**src/rtl/core/iopd_pkg.sv**
```systemverilog
`timescale 1ns / 1ps

package iopd_pkg;

   localparam int ADDRESS_BITS = 32;

   localparam int CSR_DATA_BITS = 32;
   localparam int CSR_INDEX_BITS = 1;

   localparam logic [CSR_INDEX_BITS-1:0] CSR_IO_PORT_LIMIT = 1'b0;
   localparam logic [CSR_INDEX_BITS-1:0] CSR_USER_ADDRESS_LIMIT = 1'b1;

   localparam logic [16:0] IO_PORT_LIMIT_RESET = 17'h10000;
   localparam logic [31:0] USER_ADDRESS_LIMIT_RESET = 32'hc000_0000;

   // opcodes
   localparam logic [7:0] OP_IN_AL_DX = 8'hec;
   localparam logic [7:0] OP_IN_EAX_DX = 8'hed;
   localparam logic [7:0] OP_OUT_DX_AL = 8'hee;
   localparam logic [7:0] OP_OUT_DX_EAX = 8'hef;
   localparam logic [7:0] OP_INSB = 8'h6c;
   localparam logic [7:0] OP_INSD = 8'h6d;
   localparam logic [7:0] OP_OUTSB = 8'h6e;
   localparam logic [7:0] OP_OUTSD = 8'h6f;
   localparam logic [7:0] OP_IN_AL_IMM = 8'he4;
   localparam logic [7:0] OP_IN_EAX_IMM = 8'he5;
   localparam logic [7:0] OP_OUT_IMM_AL = 8'he6;
   localparam logic [7:0] OP_OUT_IMM_EAX = 8'he7;
   localparam logic [7:0] OP_CLI = 8'hfa;
   localparam logic [7:0] OP_STI = 8'hfb;
   localparam logic [7:0] PFX_OPSIZE = 8'h66;
   localparam logic [7:0] PFX_REP = 8'hf3;

   // log2 of ports touched
   localparam logic [4:0] SIZE_BYTE = 5'd0;
   localparam logic [4:0] SIZE_WORD = 5'd1;
   localparam logic [4:0] SIZE_DWORD = 5'd2;
   localparam logic [4:0] SIZE_ALL_PORTS = 5'd16;

   typedef struct packed {
      logic        recognized;
      logic [15:0] port_number;
      logic [4:0]  size_code;
   } iopd_result_type;

endpackage

```
**src/rtl/core/iopd_req_if.sv**
```systemverilog
`timescale 1ns / 1ps

interface iopd_req_if;
   logic        valid;
   logic        ready;
   logic [31:0] instr_address;
   logic [7:0]  byte_zero;
   logic [7:0]  byte_one;
   logic [7:0]  byte_two;
   logic [15:0] dx_value;

   modport source (
      output valid, instr_address, byte_zero, byte_one, byte_two, dx_value,
      input  ready
   );
   modport sink (
      input  valid, instr_address, byte_zero, byte_one, byte_two, dx_value,
      output ready
   );
endinterface

```
**src/rtl/core/iopd_rsp_if.sv**
```systemverilog
`timescale 1ns / 1ps

interface iopd_rsp_if;
   logic        valid;
   logic        ready;
   logic        recognized;
   logic [15:0] port_number;
   logic [4:0]  size_code;

   modport source (
      output valid, recognized, port_number, size_code,
      input  ready
   );
   modport sink (
      input  valid, recognized, port_number, size_code,
      output ready
   );
endinterface

```
**src/rtl/core/iopd_decode.sv**
```systemverilog
`timescale 1ns / 1ps

module iopd_decode
   import iopd_pkg::*;
(
   input  logic [31:0]     instr_address,
   input  logic [7:0]      byte_zero,
   input  logic [7:0]      byte_one,
   input  logic [7:0]      byte_two,
   input  logic [15:0]     dx_value,
   input  logic [16:0]     io_port_limit,
   input  logic [31:0]     user_address_limit,
   output iopd_result_type result
);

   logic [ADDRESS_BITS-1:0] addr;
   logic [ADDRESS_BITS-1:0] limit_two;
   logic [ADDRESS_BITS-1:0] limit_three;
   logic                    two_byte_ok;
   logic                    three_byte_ok;
   logic                    dx_fits_word;
   logic                    dx_fits_dword;
   logic                    b1_fits_dword;
   logic                    b2_fits_word;
   logic                    prefix_pair;
   logic                    rep_path;
   logic                    hit;
   logic [15:0]             port;
   logic [4:0]              size;

   assign addr = ADDRESS_BITS'(instr_address);
   assign limit_two = ADDRESS_BITS'(user_address_limit) - ADDRESS_BITS'(1);
   assign limit_three = ADDRESS_BITS'(user_address_limit) - ADDRESS_BITS'(2);
   assign two_byte_ok = addr < limit_two;
   assign three_byte_ok = addr < limit_three;

   assign dx_fits_word = ({1'b0, dx_value} + 17'd2) <= io_port_limit;
   assign dx_fits_dword = ({1'b0, dx_value} + 17'd4) <= io_port_limit;
   assign b1_fits_dword = ({9'd0, byte_one} + 17'd4) <= io_port_limit;
   assign b2_fits_word = ({9'd0, byte_two} + 17'd2) <= io_port_limit;

   assign prefix_pair = ((byte_zero == PFX_REP) && (byte_one == PFX_OPSIZE)) ||
                        ((byte_zero == PFX_OPSIZE) && (byte_one == PFX_REP));

   always_comb begin
      hit = 1'b0;
      port = 16'd0;
      size = SIZE_BYTE;
      rep_path = 1'b0;
      case (byte_zero)
         OP_IN_AL_DX, OP_INSB, OP_OUT_DX_AL, OP_OUTSB: begin
            hit = 1'b1;
            port = dx_value;
            size = SIZE_BYTE;
         end
         OP_IN_EAX_DX, OP_INSD, OP_OUT_DX_EAX, OP_OUTSD: begin
            hit = dx_fits_dword;
            port = dx_value;
            size = SIZE_DWORD;
         end
         OP_CLI, OP_STI: begin
            hit = 1'b1;
            port = 16'd0;
            size = SIZE_ALL_PORTS;
         end
         OP_IN_AL_IMM, OP_OUT_IMM_AL: begin
            hit = two_byte_ok;
            port = {8'd0, byte_one};
            size = SIZE_BYTE;
         end
         OP_IN_EAX_IMM, OP_OUT_IMM_EAX: begin
            hit = two_byte_ok && b1_fits_dword;
            port = {8'd0, byte_one};
            size = SIZE_DWORD;
         end
         PFX_OPSIZE: begin
            case (byte_one)
               OP_IN_EAX_DX, OP_OUT_DX_EAX, OP_INSD, OP_OUTSD: begin
                  hit = two_byte_ok && dx_fits_word;
                  port = dx_value;
                  size = SIZE_WORD;
               end
               OP_IN_EAX_IMM, OP_OUT_IMM_EAX: begin
                  hit = two_byte_ok && b2_fits_word;
                  port = {8'd0, byte_two};
                  size = SIZE_WORD;
               end
               // other forms continue as if the prefix were REP
               default: rep_path = 1'b1;
            endcase
         end
         PFX_REP: rep_path = 1'b1;
         default: ;
      endcase

      if (rep_path) begin
         case (byte_one)
            OP_INSB, OP_OUTSB: begin
               hit = two_byte_ok;
               port = dx_value;
               size = SIZE_BYTE;
            end
            OP_INSD, OP_OUTSD: begin
               hit = two_byte_ok && dx_fits_dword;
               port = dx_value;
               size = SIZE_DWORD;
            end
            default: begin
               hit = two_byte_ok && three_byte_ok && prefix_pair &&
                     ((byte_two == OP_INSD) || (byte_two == OP_OUTSD)) && dx_fits_word;
               port = dx_value;
               size = SIZE_WORD;
            end
         endcase
      end
   end

   assign result.recognized = hit;
   assign result.port_number = hit ? port : 16'd0;
   assign result.size_code = hit ? size : SIZE_BYTE;

endmodule

```
**src/rtl/core/x86_io_instruction_port_decode.sv**
```systemverilog
`timescale 1ns / 1ps

// Port I/O instruction decoder.
// req_channel carries one faulting instruction per transaction: its address,
// its first three bytes and the low half of DX. rsp_channel returns one
// transaction per request: a hit flag, the first port and the log2 access
// size (16 for CLI/STI, meaning the whole port space). A miss reports zero
// port and size.
// Both channels use valid/ready; a transaction moves when both are high.
// The request is registered, decoded in one combinational pass, and the result
// is registered before response valid rises. One transaction per cycle is
// sustained while rsp_channel does not stall; the decode stage holds a single
// input register and a single result register.
// When rsp_channel stalls, the result register holds and the input register
// keeps accepting until it is also full, then req_channel.ready drops.
// csr_* writes the port limit (index 0) and the user address limit (index 1);
// write them only while no transaction is in flight.
// Reset (synchronous) empties both stages and restores the limits to 0x10000
// and 0xC0000000.
module x86_io_instruction_port_decode
   import iopd_pkg::*;
(
   input  logic                      clock,
   input  logic                      reset,
   iopd_req_if.sink                  req_channel,
   iopd_rsp_if.source                rsp_channel,
   input  logic                      csr_write_enable,
   input  logic [CSR_INDEX_BITS-1:0] csr_index,
   input  logic [CSR_DATA_BITS-1:0]  csr_write_data
);

   logic [16:0]     io_port_limit_ff, io_port_limit_in;
   logic [31:0]     user_address_limit_ff, user_address_limit_in;

   logic            in_valid_ff, in_valid_in;
   logic [31:0]     instr_address_ff;
   logic [7:0]      byte_zero_ff;
   logic [7:0]      byte_one_ff;
   logic [7:0]      byte_two_ff;
   logic [15:0]     dx_value_ff;

   logic            out_valid_ff, out_valid_in;
   iopd_result_type result_ff;
   iopd_result_type decoded;

   logic            out_advance;
   logic            in_take;

   assign out_advance = !out_valid_ff || rsp_channel.ready;
   assign req_channel.ready = !in_valid_ff || out_advance;
   assign in_take = req_channel.valid && req_channel.ready;

   always_comb begin
      io_port_limit_in = io_port_limit_ff;
      user_address_limit_in = user_address_limit_ff;
      if (csr_write_enable) begin
         case (csr_index)
            CSR_IO_PORT_LIMIT: io_port_limit_in = csr_write_data[16:0];
            CSR_USER_ADDRESS_LIMIT: user_address_limit_in = csr_write_data[31:0];
            default: ;
         endcase
      end
   end

   always_comb begin
      in_valid_in = in_valid_ff;
      if (req_channel.ready) begin
         in_valid_in = req_channel.valid;
      end
      out_valid_in = out_valid_ff;
      if (out_advance) begin
         out_valid_in = in_valid_ff;
      end
   end

   always_ff @(posedge clock) begin
      if (reset) begin
         io_port_limit_ff <= IO_PORT_LIMIT_RESET;
         user_address_limit_ff <= USER_ADDRESS_LIMIT_RESET;
         in_valid_ff <= 1'b0;
         out_valid_ff <= 1'b0;
      end else begin
         io_port_limit_ff <= io_port_limit_in;
         user_address_limit_ff <= user_address_limit_in;
         in_valid_ff <= in_valid_in;
         out_valid_ff <= out_valid_in;
      end
   end

   always_ff @(posedge clock) begin
      if (in_take) begin
         instr_address_ff <= req_channel.instr_address;
         byte_zero_ff <= req_channel.byte_zero;
         byte_one_ff <= req_channel.byte_one;
         byte_two_ff <= req_channel.byte_two;
         dx_value_ff <= req_channel.dx_value;
      end
      if (out_advance && in_valid_ff) begin
         result_ff <= decoded;
      end
   end

   iopd_decode u_decode (
      .instr_address      (instr_address_ff),
      .byte_zero          (byte_zero_ff),
      .byte_one           (byte_one_ff),
      .byte_two           (byte_two_ff),
      .dx_value           (dx_value_ff),
      .io_port_limit      (io_port_limit_ff),
      .user_address_limit (user_address_limit_ff),
      .result             (decoded)
   );

   assign rsp_channel.valid = out_valid_ff;
   assign rsp_channel.recognized = result_ff.recognized;
   assign rsp_channel.port_number = result_ff.port_number;
   assign rsp_channel.size_code = result_ff.size_code;

endmodule
```
**src/flat_wrapper.sv**
```systemverilog
// flat-port wrapper written by rule: the top's interface ports become plain ports
module x86_io_instruction_port_decode_flat import iopd_pkg::*;
  (clock, reset, csr_write_enable, csr_index, csr_write_data, req_channel_valid, req_channel_instr_address, req_channel_byte_zero, req_channel_byte_one, req_channel_byte_two, req_channel_dx_value, req_channel_ready, rsp_channel_valid, rsp_channel_recognized, rsp_channel_port_number, rsp_channel_size_code, rsp_channel_ready);
  iopd_req_if req_channel_i ();
  iopd_rsp_if rsp_channel_i ();
  input  logic clock;
  input  logic reset;
  input  logic csr_write_enable;
  input  logic [CSR_INDEX_BITS-1:0] csr_index;
  input  logic [CSR_DATA_BITS-1:0] csr_write_data;
  input wire logic [$bits(req_channel_i.valid)-1:0] req_channel_valid;
  input wire logic [$bits(req_channel_i.instr_address)-1:0] req_channel_instr_address;
  input wire logic [$bits(req_channel_i.byte_zero)-1:0] req_channel_byte_zero;
  input wire logic [$bits(req_channel_i.byte_one)-1:0] req_channel_byte_one;
  input wire logic [$bits(req_channel_i.byte_two)-1:0] req_channel_byte_two;
  input wire logic [$bits(req_channel_i.dx_value)-1:0] req_channel_dx_value;
  output wire logic [$bits(req_channel_i.ready)-1:0] req_channel_ready;
  output wire logic [$bits(rsp_channel_i.valid)-1:0] rsp_channel_valid;
  output wire logic [$bits(rsp_channel_i.recognized)-1:0] rsp_channel_recognized;
  output wire logic [$bits(rsp_channel_i.port_number)-1:0] rsp_channel_port_number;
  output wire logic [$bits(rsp_channel_i.size_code)-1:0] rsp_channel_size_code;
  input wire logic [$bits(rsp_channel_i.ready)-1:0] rsp_channel_ready;
  assign req_channel_i.valid = req_channel_valid;
  assign req_channel_i.instr_address = req_channel_instr_address;
  assign req_channel_i.byte_zero = req_channel_byte_zero;
  assign req_channel_i.byte_one = req_channel_byte_one;
  assign req_channel_i.byte_two = req_channel_byte_two;
  assign req_channel_i.dx_value = req_channel_dx_value;
  assign req_channel_ready = req_channel_i.ready;
  assign rsp_channel_valid = rsp_channel_i.valid;
  assign rsp_channel_recognized = rsp_channel_i.recognized;
  assign rsp_channel_port_number = rsp_channel_i.port_number;
  assign rsp_channel_size_code = rsp_channel_i.size_code;
  assign rsp_channel_i.ready = rsp_channel_ready;
  x86_io_instruction_port_decode u_core (.clock(clock), .reset(reset), .req_channel(req_channel_i), .rsp_channel(rsp_channel_i), .csr_write_enable(csr_write_enable), .csr_index(csr_index), .csr_write_data(csr_write_data));
endmodule
```
**config.mk**
```make
export PLATFORM = sky130hd
export DESIGN_NAME = x86_io_instruction_port_decode_flat
export DESIGN_NICKNAME = d
export VERILOG_FILES = /design/src/rtl/core/iopd_pkg.sv /design/src/rtl/core/iopd_req_if.sv /design/src/rtl/core/iopd_rsp_if.sv /design/src/rtl/core/iopd_decode.sv /design/src/rtl/core/x86_io_instruction_port_decode.sv /design/src/flat_wrapper.sv
export SDC_FILE = /design/constraint.sdc
export NUM_CORES = 1
export LEC_CHECK = 0
export BUFFER_PORTS_ARGS = -buffer_cell sky130_fd_sc_hd__buf_2
export CAP_MARGIN = 0
export CELL_PAD_IN_SITES_DETAIL_PLACEMENT = 1
export CELL_PAD_IN_SITES_GLOBAL_PLACEMENT = 1
export CORE_MARGIN = 3
export CORE_UTILIZATION = 42
export DETAILED_ROUTE_END_ITERATION = 8
export PLACE_DENSITY = 0.73
export SYNTH_ARGS = -nofsm -noshare
export SYNTH_HDL_FRONTEND = slang
export SYNTH_SLANG_ARGS = --single-unit
```
**constraint.sdc**
```tcl
create_clock -name clock -period 5.35 [get_ports clock]
set_input_delay 0.2675 -clock clock [delete_from_list [all_inputs] [get_ports clock]]
set_output_delay 0.2675 -clock clock [all_outputs]
set_load 0.01 [all_outputs]
```
Word level (Yosys, flattened, before mapping). Index checks and enable logic that the tools add are counted.

Reduce and logical (&&, ||, !) cells: 33. Multiplexer cells: 13. Order comparisons: 6. Add/sub/neg operators: 6. Bitwise gates (word level): 1. Eq/ne operators: 28.

Operators by type and width (number): == test 8 bit (second input constant) (16); == test 8 x 7 -> 1 bit (second input constant) (12); less-than comparator 32 bit (2); one-hot mux 16 bit (3 select lines) (1); less-or-equal comparator 17 bit (2); less-or-equal comparator 9 x 17 -> 1 bit (2); one-hot mux 16 bit (2 select lines) (1); subtractor 32 x 1 -> 32 bit (second input constant) (1); subtractor 32 x 2 -> 32 bit (second input constant) (1); OR reduction 6 bit (3); adder 16 x 2 -> 17 bit (second input constant) (1); adder 16 x 3 -> 17 bit (second input constant) (1); 2-to-1 mux 16 bit (1); one-hot mux 5 bit (3 select lines) (1); logical AND 1 bit (12); OR reduction 2 bit (6); OR reduction 4 bit (3); adder 8 x 2 -> 9 bit (second input constant) (1); adder 8 x 3 -> 9 bit (second input constant) (1); OR reduction 8 bit (1); one-hot mux 1 bit (2 select lines) (3); 2-to-1 mux 5 bit (1); one-hot mux 1 bit (5 select lines) (1); logical OR 1 bit (4); other kinds (5) (9).

Word-level logic and storage cells: 99. Input port bits: 110. Flip-flop bits (word level): 145.

Longest topological paths before layout.
Depth after elaboration: 8. Mapped depth: 18. Depth with buffers taken out: 16.

Modules after synthesis. A second synthesis with hierarchy kept.

Cells, all modules: 954. Area total of the unflattened synthesis: 9805.7 µm².

Modules (own cells, without submodules): x86_io_instruction_port_decode (area an instance 4974.8 µm², times used 1, cells an instance 304, sequential area each 3843.7 µm²); iopd_decode (area an instance 4830.9 µm², times used 1, cells an instance 650, sequential area each 0.0 µm²).

Worst setup path after synthesis. OpenSTA, ideal clock, no wires.

Path type: register -> register. Start point: reg u_core.user_address_limit_ff[1]. End point: reg u_core.result_ff (netlist bit u_core.rsp_channel.size_code[0]) (data pin). Slack: 1.109 ns. Period minus slack after synthesis: 4.241 ns. Stages on the path, launching flop included: 18. Buffers on the path: 2. Arrival: 3.983 ns. Cell sequence: dfxtp_1 -> inv_1 -> ha_1 -> clkbuf_1 -> nand4_2 -> or4_4 -> nor3_4 -> nand2_1 -> xor2_1 -> ha_1 -> nand4_1 -> nor4_1 -> nand2_1 -> nor4_1 -> a2111oi_4 -> o211ai_4 -> buf_6 -> a21oi_2.

Longest elaborated chain between the ends: 8.

Ends and longest elaborated chain: from (decl) (RTL line x86_io_instruction_port_decode.sv:33) `logic [31:0] user_address_limit_ff, user_address_limit_in;`; from (signal assigned) (RTL line x86_io_instruction_port_decode.sv:84) `user_address_limit_ff <= user_address_limit_in;`; parallel branches: the longest is 7 deep, another holds subtractor 32 x 1 -> 32 bit; 2-to-1 mux 1 bit (*) (RTL line iopd_decode.sv:96) `if (rep_path) begin`; to (signal assigned) (RTL line x86_io_instruction_port_decode.sv:99) `result_ff <= decoded;`; to (decl) (RTL line x86_io_instruction_port_decode.sv:43) `iopd_result_type result_ff;`.

Mark *: on every way between the ends. A chain may end at the register's enable or synchronous reset.

Worst setup path after layout.
Start point: reg u_core.user_address_limit_ff[1]. End point: reg u_core.result_ff (netlist bit u_core.rsp_channel.port_number[2]) (data pin).

The elaborated chain is that of the path after synthesis.

==> results.sh <==
export IMPL_io_buffers=131
export IMPL_finalWirelength_mm=28.4
export IMPL_clk_path_buf_depth=2
export IMPL_num_antenna_cells=0
export IMPL_hold_ws_ns=0.0125
export IMPL_dieWidth_um=156
export IMPL_grt_max_degree=73
export IMPL_ys_warn_count=0
export IMPL_synth_edf_count=92
export IMPL_powerDensity_mw_per_mm2=295
export IMPL_fin_crit_ns=4.91
export IMPL_drt_first_pass_iters=5
export IMPL_ant_nets=0
export IMPL_layout_setup_ws_ns=0.435
export IMPL_areaGrowthSynthToFinish_pct=19.4
export IMPL_drive_gt1_frac=0.170
export IMPL_end_kind="register"
export IMPL_start_util=0.432
export IMPL_fp_coreArea_mm2=0.0220
export IMPL_gp_congestion=0.911
export IMPL_multi_input_area_mm2=0.00541
export IMPL_setup_viol=0
export IMPL_worstPathRequired_ns=5.52
export IMPL_cts_tree="done"
export IMPL_htree_levels=4
export IMPL_track_usage=0.232
export IMPL_ys_types=69
export IMPL_finalClockSkew_ns=0.0117
export IMPL_layout_common_cells="nand2_1 (164), buf_2 (131), ha_1 (122)"
export IMPL_syn_area_per_cell_um2=9.45
export IMPL_synth_seq_cells=143
export IMPL_synth_top_area_cell="edfxtp_1"
export IMPL_overflow=0
export IMPL_row_count=54
export IMPL_hold_path_class="in2reg"
export IMPL_cp_arrival_ns=5.08
export IMPL_worst_setup_path_type="reg2reg"
export IMPL_antenna_found_initial=0
export IMPL_final_common_cell="nand2_1"
export IMPL_wire_per_inst_um=19.7
export IMPL_power_leakage_nw=4.57
export IMPL_clockRootBuffer="clkbuf_16"
export IMPL_die_area_mm2=0.0245
export IMPL_outcome="finished clean"
export IMPL_grt_pass1_vias=8248
export IMPL_vias=8038
export IMPL_ys_flop_type="edfxtp_1"
export IMPL_min_period_over_period=0.919
export IMPL_drt_iter0_drc=339
export IMPL_clk_latency_ns=0.43
export IMPL_hold_violations=0
export IMPL_relSlewSlack=0.190
export IMPL_finish_utilization=0.516
export IMPL_cts_made_buffers=17
export IMPL_rsz0062_at_grt="false"
export IMPL_clk_pin_slew_worst_paths_ns=0.06
export IMPL_nNetsFinal=1381
export IMPL_drc_errors=0
export IMPL_ios=134
export IMPL_timing_setup_tns_ns=0
export IMPL_worst_slew_pin_slew_ns=1.21
export IMPL_detail_route_vias_per_cell=5.57
export IMPL_dp_hpwl_mm=21.3
export IMPL_grt_pass1_wl_mm=44.2
export IMPL_synthArstFlopShare=0
export IMPL_die_y_um=156
export IMPL_synthTopCellsByArea="edfxtp_1 (29%), ha_1 (16%), dfxtp_1 (11%), nand2_1 (6.5%), a21oi_1 (5.5%)"
export IMPL_yosysTopAreaCellShare=0.291
export IMPL_yosysSeqAreaShare=0.398
export IMPL_syn_instance_count=1006
export IMPL_drv_slew=0
export IMPL_maxCapViolCount=0
export IMPL_cts_setup_buffers=0
export IMPL_cp_max_fo=19
export IMPL_seqCellArea_mm2=0.00378
export IMPL_total_power_mw=3.35
export IMPL_place_ws_ns=0.520
export IMPL_nFillCells=2596
export IMPL_startpoint_type="register"
export IMPL_ir_drop_mv=0.233
export IMPL_clock_sinks=143
export IMPL_synth_area_mm2=0.00951
export IMPL_fmax_mhz=203
flip-flops by register name (all words and copies together) (netlist names):
| signal | cells |
|---|---|
| u_core.rsp_channel.port_number | 16 |
| u_core.instr_address_ff | 32 |
| u_core.rsp_channel.size_code | 3 |
| u_core.byte_one_ff | 8 |
| u_core.byte_two_ff | 8 |
| u_core.dx_value_ff | 16 |
| u_core.user_address_limit_ff | 32 |
| u_core.io_port_limit_ff | 17 |
| u_core.in_valid_ff | 1 |
| u_core.rsp_channel.recognized | 1 |
| u_core.byte_zero_ff | 8 |
| u_core.rsp_channel.valid | 1 |
timing repair:
action                                  CTS  global route
hold buffers                             29             5
endpoints found under the setup margin    0            19
endpoints found under the hold margin    29             5
resized for setup                         0             1
path summary, 6_finish.rpt:
| path | startpoint | end | slack [ns] | depth (start not counted) |
|---|---|---|---|---|
| max | u_core.user_address_limit_ff[1] | u_core.rsp_channel.port_number[2] | 0.44 | 16 |
| min | req_channel_byte_one[2] | u_core.byte_one_ff[2] | 0.01 | 1 |
| max reg2reg | u_core.user_address_limit_ff[1] | u_core.rsp_channel.port_number[2] | 0.44 | 16 |
| min reg2reg | u_core.io_port_limit_ff[2] | u_core.io_port_limit_ff[2] | 0.46 | 2 |
per-layer routing:
metal	GRT usage	part of all wire	wire length, um
met3	0.0451	0.038	1080
met4	0.0563	0.016	465
met5	0	0	0
met2	0.383	0.48	13600
met1	0.316	0.47	13300
layout make-up:
type / instances / area share
clock inverters: 11 / 0.0166
well taps: 280 / 0.0309
clock buffers: 21 / 0.0405
inverters: 32 / 0.0106
repair buffers: 171 / 0.0917
flip-flops and latches: 143 / 0.333
multi-input cells: 784 / 0.477
synth_stat cells (all sizes together), types with 14 or more instances:
master and count:
o21ai 21, edfxtp 92, xnor2 53, nand4 22, inv 32, ha 122
a21o 14, nand2 165, xor2 38, clkbuf 39, nand3 35, a21oi 115
dfxtp 51, nor3 17, nor2 59
power breakdown:
group / switching, mW / internal, mW / leakage [nW] / total (mW)
logic: 0.402 / 0.300 / 2.96 / 0.702
registers: 0.0742 / 1.24 / 1.30 / 1.31
clock network: 0.482 / 0.851 / 0.315 / 1.33
metrics by stage:
stage | area, um2 | std cells
final | 11400 | 1442
after global routing | 11400 | 1442
after floorplan | 9510 | 1007
after global placement | 10400 | 1376
after detailed placement | 10400 | 1376
after CTS | 11300 | 1437
critical path, stage by stage, from the launching register on:
cell	delay [ns]
dfxtp_1	0.35
inv_1	0.12
ha_1	0.38
nand4_2	0.24
or4_4	0.58
nor3_4	0.27
nand2_1	0.12
xor2_1	0.16
ha_1	0.32
nand4_1	0.16
nor4_1	0.38
nand2_1	0.17
nor4_1	0.56
a2111oi_4	0.19
o211ai_4	0.22
buf_4	0.31
a21oi_1	0.11
logic make-up after synthesis:
| kind of cell | count (synthesis) | share of synthesized area |
|---|---|---|
| AND/OR/NAND/NOR | 370 | 0.189 |
| AO/OA/AOI/OAI | 199 | 0.135 |
| buffers and inverters | 80 | 0.0341 |
| XOR/XNOR | 91 | 0.0838 |
| flip-flops | 143 | 0.398 |
| adder cells (fa/ha/maj) | 122 | 0.161 |
| other | 1 | 0.000394 |
(Power assumes the default switching activity.)
